`config.mk`:
```
export PLATFORM = sky130hd
export DESIGN_NAME = bsmt_ram
export DESIGN_NICKNAME = d
export VERILOG_FILES = /design/src/hdl/bsmt_ram.sv
export SDC_FILE = /design/constraint.sdc
export NUM_CORES = 1
export LEC_CHECK = 0
export BUFFER_PORTS_ARGS = -buffer_cell sky130_fd_sc_hd__buf_2
export CORE_UTILIZATION = 53
export CTS_CLUSTER_DIAMETER = 120
export DETAILED_ROUTE_END_ITERATION = 8
export GPL_TIMING_DRIVEN = 0
export HOLD_SLACK_MARGIN = 0.15
export PLACE_DENSITY = 0.67
export SKIP_CTS_REPAIR_TIMING = 1
export SLEW_MARGIN = 10
export SYNTH_ARGS = -nofsm -noshare
export SYNTH_HDL_FRONTEND = slang
export SYNTH_SLANG_ARGS = --single-unit
```
`constraint.sdc`:
```
create_clock -name i_clk -period 3.15 [get_ports i_clk]
set_input_delay 0.1575 -clock i_clk [delete_from_list [all_inputs] [get_ports i_clk]]
set_output_delay 0.1575 -clock i_clk [all_outputs]
set_load 0.02 [all_outputs]
```
`src/hdl/bsmt_ram.sv`:
```
`timescale 1ns / 1ps
// ----------------------------------------------------------------------------
// bsmt_ram
// Generic simple dual-port RAM: one write port, one registered read port.
// ----------------------------------------------------------------------------
module bsmt_ram #(
    parameter int WIDTH = 8,
    parameter int DEPTH = 16,
    localparam int AW = (DEPTH > 1) ? $clog2(DEPTH) : 1
) (
    input  logic             i_clk,
    input  logic             i_we,
    input  logic [AW-1:0]    i_waddr,
    input  logic [WIDTH-1:0] i_wdata,
    input  logic [AW-1:0]    i_raddr,
    output logic [WIDTH-1:0] o_rdata
);

    logic [WIDTH-1:0] r_mem [DEPTH];
    logic [WIDTH-1:0] r_rdata;

    always_ff @(posedge i_clk) begin
        if (i_we) begin
            r_mem[i_waddr] <= i_wdata;
        end
        r_rdata <= r_mem[i_raddr];
    end

    assign o_rdata = r_rdata;

endmodule

```
-- After elaboration in Yosys (flattened, before gate mapping)
Memory sizes are Yosys's and may differ from the RTL's. A register that Yosys moved wholly into a read port is not among the register bits.
Index checks and enable logic that the tools add are counted.
W data, S select, Z words.
- RAM bits: 128
- memories kept: 1
- output and inout port bits: 8
- input bits: 18
- word-level logic and storage cells: 3
- register bits: 0
- memory list (name ; depth ; bits a word ; rd ports ; clocked after Yosys merged registers in ; wr ports ; RTL line ; RTL):
    r_mem ; 16 ; 8 ; 1 ; 1 ; 1 ; 19 ; logic [WIDTH-1:0] r_mem [DEPTH];
- mux-type cells: 2
- operators with widths (kind ; number):
    $mux W1 ; 2

-- Depth between registers and ports, before layout
Gate-level depths: netlist of the first run.
- depth after elaboration: 2
- depth in mapped cells: 5
- mapped depth without buffers: 3

-- Least setup slack after synthesis of the first run
OpenSTA, ideal clock, no wires.
- kind: in2reg
- start point: input i_waddr[2]
- end point: memory r_mem[0][0] (enable)
- path buffers: 0
- data arrival time: 1.267 ns
- slack: 1.500 ns
- stages: 2
- data required time: 2.767 ns
- library setup time: 0.383 ns
- path through: or3b_2 -> nor3_1
- RTL lines (item ; RTL line ; RTL):
    start, declared ; 13 ; input logic [AW-1:0] i_waddr,
    end, declared ; 19 ;
Straight into the memory's write port.

==> results.ini, run 1 <==
[logic_synthesis]
synth_top_cell_area_share=0.747
netlist_area_um2=5150
synthTopCellsByArea=edfxtp_1, mux4_2, mux4_1
synth_top_family_by_area=multiplexers
synth_mux_area_frac=0.150
synth.net_count=247
synthXorXnorAreaFrac=0
synth_fa_ha_area_frac=0
synth_compound_area_frac=0.0233
yosysUniqueCellTypes=19
yosysTopAreaCell=edfxtp_1
yosysSeqAreaShare=0.778
ys_ff_latch=136
synth_cells=229
yosysWarnings=0
avgSynthCellArea_um2=22.5
synthSimpleGateAreaFrac=0.0318

[placed_design]
preCtsSetupSlack_ns=0.888
gp_congestion=0.705
dp_hpwl_um=5810
numPortBuffers=24

[finish]
fillCellCount=626
multi_input_area_um2=1070
regArea_um2=4000
antennaDiodeCount=0
drive_gt1_frac=0.296
syn_to_final_growth_pct=19.5
nNetsFinal=299

[global_route]
grt_util_all_layers=0.207
top_usage_layer=met2
grt_max_degree=17
grt_use_met3=0.0492
grt_pass1_wl_um=13900
grt_pass1_vias=2333
use_met1=0.305
gr-total-overflow=0
grt_use_met2=0.309
antenna_found_initial=0

[floorplan]
core_area_um2=9330
die_w_um=101
die_height_um=101
ioPinCount=26
die_area_um2=10100
initial_core_util=0.552
rows=35

[critical_path]
critPathLaunchType=input pin
cp.required_ns=3.53
arrival_ns=1.92
endpoint_kind=flip-flop
crit_fanout=10
critPathKind=input pin to flip-flop

[detailed_routing]
vias=2409
drcViolationCount=0
drt_wl_total_um=9640
drt_iter0_markers=235
drt_first_pass_iters=4
route.antenna.remaining_nets=0
routedWlPerCell_um=22.8
via_per_inst=5.70

[power]
sw_frac_of_total=0.205
seqPwrFrac=0.475
p_sw_w=0.000878
powerDensity_nw_per_um2=696
leakagePower_nw=2.08
clock_power_share=0.476
peakVddDrop_uv=425
pwr-share-comb=0.050
finalPower_w=0.00428
p_int_w=0.00340

[timing]
skew_ns=0.00691
holdWs_ns=0.154
finalHoldViolations=0
grt_setup_unrepaired=no
finalCritPeriodShare=0.486
max_freq_mhz=653
slew_violations=0
setup_viol=0
layout_min_cycle_time_ns=1.53
worst_slew_pin_slew_ns=1.18
worst_slack_ns=1.62
fin_tns_setup_ns=0
max-slew-margin-rel=0.206

[clock_network]
cts_tree=built
clk_latency_ns=0.51
clock_path_buffers=2
cts.sinks=136
numCtsBuffers=17
root_buffer=clkbuf_8
clk_pin_slew_ns=0.06
h-tree-depth=4

[min_path]
min_path_type=input pin to flip-flop

[run_status]
status=complete, no violations

[run]
maxCapViolCount=0

==> path summary, 6_finish.rpt <==
| path | start | end | slack [ns] | cells past startpoint |
|---|---|---|---|---|
| setup / recovery | i_raddr[1] | o_rdata[0] | 1.62 | 6 |
| hold / removal | i_raddr[0] | o_rdata[0] | 0.15 | 4 |
| setup reg to reg | r_mem[11][0] | o_rdata[0] | 1.77 | 3 |
| hold reg to reg | r_mem[11][3] | o_rdata[3] | 0.69 | 3 |
==> power by group through the flow <==
stage                     Combinational [W]  Sequential (W)  Clock [W]
after floorplan                    0.000103         0.00208          0
after global placement             0.000200         0.00207          0
after detailed placement           0.000206         0.00207          0
after CTS                          0.000206         0.00203    0.00205
after global routing               0.000229         0.00204    0.00213
final                              0.000214         0.00203    0.00204
==> cell families (layout without fill, tap and decap cells) <==
group / count (synthesis) / count (layout)
flops: 136 / 136
mux: 32 / 32
buf+inv: 10 / 75
simple gates: 35 / 35
compound gates: 16 / 16
==> cells in the final DEF (no fill, tap or decap), drive strengths merged, types with 2 or more instances in the layout <==
| master | netlist | final |
|---|---|---|
| edfxtp | 128 | 128 |
| mux4 | 32 | 32 |
| buf | 7 | 31 |
| clkbuf | 0 | 18 |
| a22oi | 16 | 16 |
| nor2 | 13 | 13 |
| nand2 | 9 | 9 |
| dlygate4sd3 | 0 | 9 |
| dfxtp | 8 | 8 |
| clkinv | 0 | 5 |
| bufinv | 0 | 4 |
| nor3 | 4 | 4 |
| clkdlybuf4s25 | 3 | 3 |
| inv | 0 | 3 |
| nand3b | 2 | 2 |
| nand2b | 2 | 2 |
| clkinvlp | 0 | 2 |
==> cell usage after synthesis (all sizes together) <==
cell type      instances
edfxtp               128
mux4                  32
a22oi                 16
nor2                  13
nand2                  9
dfxtp                  8
buf                    7
nor3                   4
clkdlybuf4s25          3
nand2b                 2
nand3b                 2
and2                   1
and2b                  1
nand3                  1
nor2b                  1
or3b                   1
==> metrics by stage <==
| step | area [um2] | utilization | instances |
|---|---|---|---|
| 6_report | 6150 | 0.659 | 423 |
| 5_1_grt | 6150 | 0.659 | 423 |
| 4_1_cts | 6050 | 0.649 | 414 |
| 3_5_place_dp | 5430 | 0.583 | 382 |
| 3_3_place_gp | 5430 | 0.582 | 382 |
| 2_1_floorplan | 5150 | - | 229 |
==> worst max-delay path: stages <==
cell           delay (ns)
dlygate4sd3_1        0.52
buf_2                0.16
buf_2                0.30
mux4_2               0.38
a22oi_1              0.31
nand2_1              0.08
==> registers in the layout, summed over array words and instances (netlist names) <==
register and flops:
r_mem 128, o_rdata 8
==> cell type report <==
type	instances	area share
flip-flops and latches	136	0.651
repair buffers	33	0.0342
plain buffers	10	0.0140
multi-input cells	83	0.174
clock buffers	18	0.0680
clock inverters	14	0.0321
well taps	129	0.0262
==> routing by layer <==
metal / part of all wire / wire [um]
met4: 0.0057 / 55
met2: 0.49 / 4700
met3: 0.042 / 409
met1: 0.46 / 4470
met5: 0 / 0
Note: power is estimated with default switching activity, not from simulation.
==> run 2: changes to the inputs <==
ABC_AREA = 1   (was unset)
PLACE_DENSITY = 0.66   (was 0.67)
clock period = 1.55 ns   (was 3.15 ns; I/O delays follow)
==> run 2 against run 1 <==
Against the previous run: synthesized area is 12% higher; via count up 65%; largest power group is now registers; wire length increased by 45%.
==> results.ini, run 2 <==
[logic_synthesis]
synth_top_cell_area_share=0.667
synth_cells=551
synth.net_count=569
synthTopCellsByArea=edfxtp_1, nand2_1, nand3_1
synth.most_common_cell=nand2_1
netlist_area_um2=5770
avgSynthCellArea_um2=10.5
ys_top_cells_by_count=nand2_1, edfxtp_1, inv_1, nand3_1, nor2_1
synth-main-ff-cell=edfxtp_1
yosysSeqAreaShare=0.694
yosysTopAreaCell=edfxtp_1
synth-edff-count=128
synthArstFlopShare=0
yosysUniqueCellTypes=12
ys_ff_latch=136
yosysWarnings=0

[detailed_routing]
drt_wl_total_um=14000
drt_first_pass_iters=5
drcViolationCount=0
routedWlPerCell_um=18.6
via_per_inst=5.29
vias=3978
route.antenna.remaining_nets=0
drt_iter0_markers=356

[floorplan]
initial_core_util=0.554
ioPinCount=26
rows=37
core_area_um2=10400
die_height_um=106
die_w_um=106
die_area_um2=11300

[clock_network]
clk_pin_slew_ns=0.06
numCtsBuffers=17
h-tree-depth=4
cts_tree=built
clk_latency_ns=0.53
cts.sinks=136
clock_path_buffers=2
root_buffer=clkbuf_8

[timing]
worst_slew_pin_slew_ns=0.884
max-slew-margin-rel=0.409
worst_slack_ns=0.359
layout_min_cycle_time_ns=1.19
slew_violations=0
finalCritPeriodShare=0.769
grt_setup_unrepaired=no
setup_viol=0
fin_tns_setup_ns=0
max_freq_mhz=839
skew_ns=0.00580
finalHoldViolations=0

[global_route]
grt_util_all_layers=0.264
antenna_found_initial=0
grt_pass1_vias=3637
gr-total-overflow=0
use_met1=0.385
grt_pass1_wl_um=20900
grt_max_degree=17
grt_use_met3=0.0632
grt_use_met2=0.382
top_usage_layer=met1

[finish]
antennaDiodeCount=0
syn_to_final_growth_pct=16.8
final_util=0.646
largest_reg_flops=128
nNetsFinal=621
layout_common_cells=nand2_1, edfxtp_1, inv_1
drive_gt1_frac=0.123
final_common_cell=nand2_1
fillCellCount=823
final_area_um2=6730
top_register=r_mem

[critical_path]
critPathKind=input pin to flip-flop
critPathLaunchType=input pin
endpoint_kind=flip-flop
arrival_ns=1.61
r2r_start=r_mem[15][3]
critPathCapture=o_rdata[3]
r2r_end=o_rdata[3]
r2r_slack_ns=0.51
crit_path_start=i_raddr[2]
cp.required_ns=1.96
crit_fanout=10
r2r_cells=6

[power]
powerDensity_nw_per_um2=1280
peakVddDrop_uv=721
finalPower_w=0.00864
leakagePower_nw=2.92

[placed_design]
gp_congestion=0.817
preCtsSetupSlack_ns=-0.0602
numPortBuffers=22
placed_area_um2=6050
dp_hpwl_um=9000

[run_status]
status=complete, no violations

[min_path]
min_path_type=input pin to flip-flop

[run]
maxCapViolCount=0

==> run 2: cell types whose count changed in the layout (fill, tap and decap cells not counted), sizes merged, moves of 2 or more <==
cell | previous run | this run
nor3 | 4 | 0
clkinvlp | 2 | 5
clkdlybuf4s25 | 3 | 0
nand2b | 2 | 0
nor2 | 13 | 17
nand2 | 9 | 173
mux4 | 32 | 0
a22oi | 16 | 0
nand3 | 1 | 97
buf | 31 | 46
dlygate4sd3 | 9 | 11
inv | 3 | 102
==> run 2: metal layers <==
layer | wire (um) | share of wire
met2 | 6150 | 0.44
met3 | 1290 | 0.092
met5 | 0 | 0
met1 | 6240 | 0.45
met4 | 320 | 0.023
==> run 2: layout make-up <==
type	count	area, um2	share of cell area
clock buffer	19	422	0.0626
multi-input combinational	289	1210	0.180
inverter	102	383	0.0569
sequential	136	4000	0.595
buffer	24	166	0.0247
clock inverter	13	155	0.0230
tap	136	170	0.0253
timing repair buffer	33	220	0.0327
==> run 2: worst min-delay path by stage <==
stage                           from     endpoint  slack, ns  depth (start not counted)
final                           i_we  r_mem[3][6]       0.17                          3
after global routing            i_we  r_mem[3][4]       0.19                          3
after global placement    o_rdata[6]   o_rdata[6]       0.49                          1
after detailed placement  o_rdata[3]   o_rdata[3]       0.49                          1
after floorplan           i_wdata[0]  r_mem[0][0]       0.18                          0
after CTS                 i_wdata[4]  r_mem[3][4]      -0.04                          1
==> run 2: kinds of logic (layout without fill, tap and decap cells) <==
logic type             Yosys count  count (layout)  synth area share
flip-flops                     136             136             0.694
buffers and inverters          126             191            0.0952
AND/OR/NAND/NOR                289             289             0.210
==> run 2: where the power goes <==
group          switching [W]  leakage, nW  internal [W]
combinational       0.000413         1.43      0.000176
sequential         0.0000196         1.22       0.00411
clock                0.00149        0.267       0.00243
==> run 2: metrics by stage <==
step | hold WS, ns | instances
after global placement | 0.493 | 709
after detailed placement | 0.493 | 709
after CTS | -0.0432 | 741
final | 0.171 | 752
after global routing | 0.190 | 752
after floorplan | 0.176 | 551
==> run 2: worst max-delay path, cell delays in order <==
cell           delay (ns)
dlygate4sd3_1        0.53
buf_2                0.18
inv_1                0.25
buf_4                0.25
nand3_1              0.14
nand3_1              0.10
nand2_1              0.08
==> run 3: changes to the inputs <==
clock period = 1.2 ns   (was 1.55 ns; I/O delays follow)
==> run 3 against run 2 <==
Against the previous run: utilization increased by 0.19 points; clock power increased by 30%; largest power group unchanged; sequential power increased by 29%; hold slack got worse by 0.026 ns; non-clock buffer count increased by 2; power increased by 29%; global-route usage unchanged; critical path type unchanged; sequential cell count unchanged; critical endpoint unchanged.
==> results.ini, run 3 (synthesized netlist as in run 2, its figures left out) <==
[placed_design]
placedCellCount=709
numPortBuffers=22
dp_hpwl_um=9000
gp_congestion=0.817

[floorplan]
rows=37
initial_core_util=0.554
core_area_um2=10400
die_height_um=106
die_w_um=106
ioPinCount=26
die_area_um2=11300

[critical_path]
cp_top_family=buffers and inverters
cp_cell_sequence=buf_2 -> dlygate4sd3_1 -> inv_1 -> buf_4 -> nand3_1 -> nand3_1 -> nand2_1
path_buf_inv=4
endpoint_kind=flip-flop
arrival_ns=1.59
crit_path_max_incr_delay_ns=0.58
crit_top_cell=nand3_1
crit_path_top_delay_cell=dlygate4sd3_1
critPathLaunchType=input pin
crit_fanout=10
critPathKind=input pin to flip-flop
cp.required_ns=1.62

[timing]
skew_ns=0.00593
slew_violations=0
finalHoldViolations=0
setup_viol=0
max-slew-margin-rel=0.405
fin_tns_setup_ns=0
holdWs_ns=0.145
layout_min_cycle_time_ns=1.17
max_freq_mhz=858
finalCritPeriodShare=0.971
worst_slew_pin_slew_ns=0.889

[detailed_routing]
vias=3962
route.antenna.remaining_nets=0
drt_wl_total_um=14000
drt_first_pass_iters=5
drt_iter0_markers=335
via_per_inst=5.25
drcViolationCount=0
routedWlPerCell_um=18.5

[clock_network]
numCtsBuffers=17
cts.sinks=136
cts_tree=built
h-tree-depth=4
clk_latency_ns=0.54
clock_path_buffers=2
root_buffer=clkbuf_8
clk_pin_slew_ns=0.06

[finish]
final_util=0.648
nNetsFinal=623
antennaDiodeCount=0
layout_common_cells=nand2_1, edfxtp_1, inv_1
top_register=r_mem
largest_reg_flops=128
instances_no_fill=754
syn_to_final_growth_pct=17.1
final_common_cell=nand2_1
drive_gt1_frac=0.123

[power]
peakVddDrop_uv=938
leakagePower_nw=2.93
finalPower_w=0.0112
powerDensity_nw_per_um2=1660

[global_route]
antenna_found_initial=0
grt_max_degree=17
grt_util_all_layers=0.264
grt_pass1_vias=3637
gr-total-overflow=0
grt_pass1_wl_um=20900

[run_status]
status=complete, no violations

[min_path]
min_path_type=input pin to flip-flop

[run]
maxCapViolCount=0

==> run 3: changes by cell type in the layout (fill, tap and decap cells not counted), sizes merged <==
cell         previous run  this run
dlygate4sd3            11        13
==> run 3: path summary, 6_finish.rpt <==
check | start | to | slack (ns) | cells after the start
setup reg to reg | r_mem[15][0] | o_rdata[0] | 0.17 | 6
hold reg to reg | r_mem[7][0] | o_rdata[0] | 0.73 | 6
setup / recovery | i_raddr[2] | o_rdata[3] | 0.03 | 7
hold / removal | i_we | r_mem[0][3] | 0.14 | 3
==> run 3: worst register-to-register path, cell delays in order, from the launching register on <==
cell and delay [ns]:
edfxtp_1 0.36, inv_1 0.06, nand2_1 0.04, nand3_1 0.12, nand3_1 0.10, nand3_1 0.15
nand2_1 0.09
==> run 3: report_power, final <==
part	switching, W	internal [W]	leakage, nW
registers	0.0000253	0.00531	1.22
logic	0.000530	0.000232	1.44
clock network	0.00195	0.00314	0.267
total	0.00250	0.00869	2.93
==> run 3: per-stage QoR <==
stage	setup slack [ns]	cell area, um2
after floorplan	0.189	5770
after global placement	-0.318	6050
after detailed placement	-0.393	6050
after CTS	0.115	6620
after global routing	-0.0112	6750
final	0.0350	6750
==> run 3: layout make-up <==
type | instances | area [um2]
multi-input combinational | 289 | 1210
clock inverter | 13 | 155
sequential | 136 | 4000
timing repair buffer | 35 | 240
clock buffer | 19 | 422
fill | 818 | 3660
tap | 136 | 170
buffer | 24 | 166
inverter | 102 | 383
==> run 3: metal layers <==
layer	wire, um	GRT usage	vias up
met2	6120	0.382	197
met1	6070	0.385	1853
met5	0	0	-
li1	-	-	1884
met4	354	0.106	0
met3	1410	0.0632	28
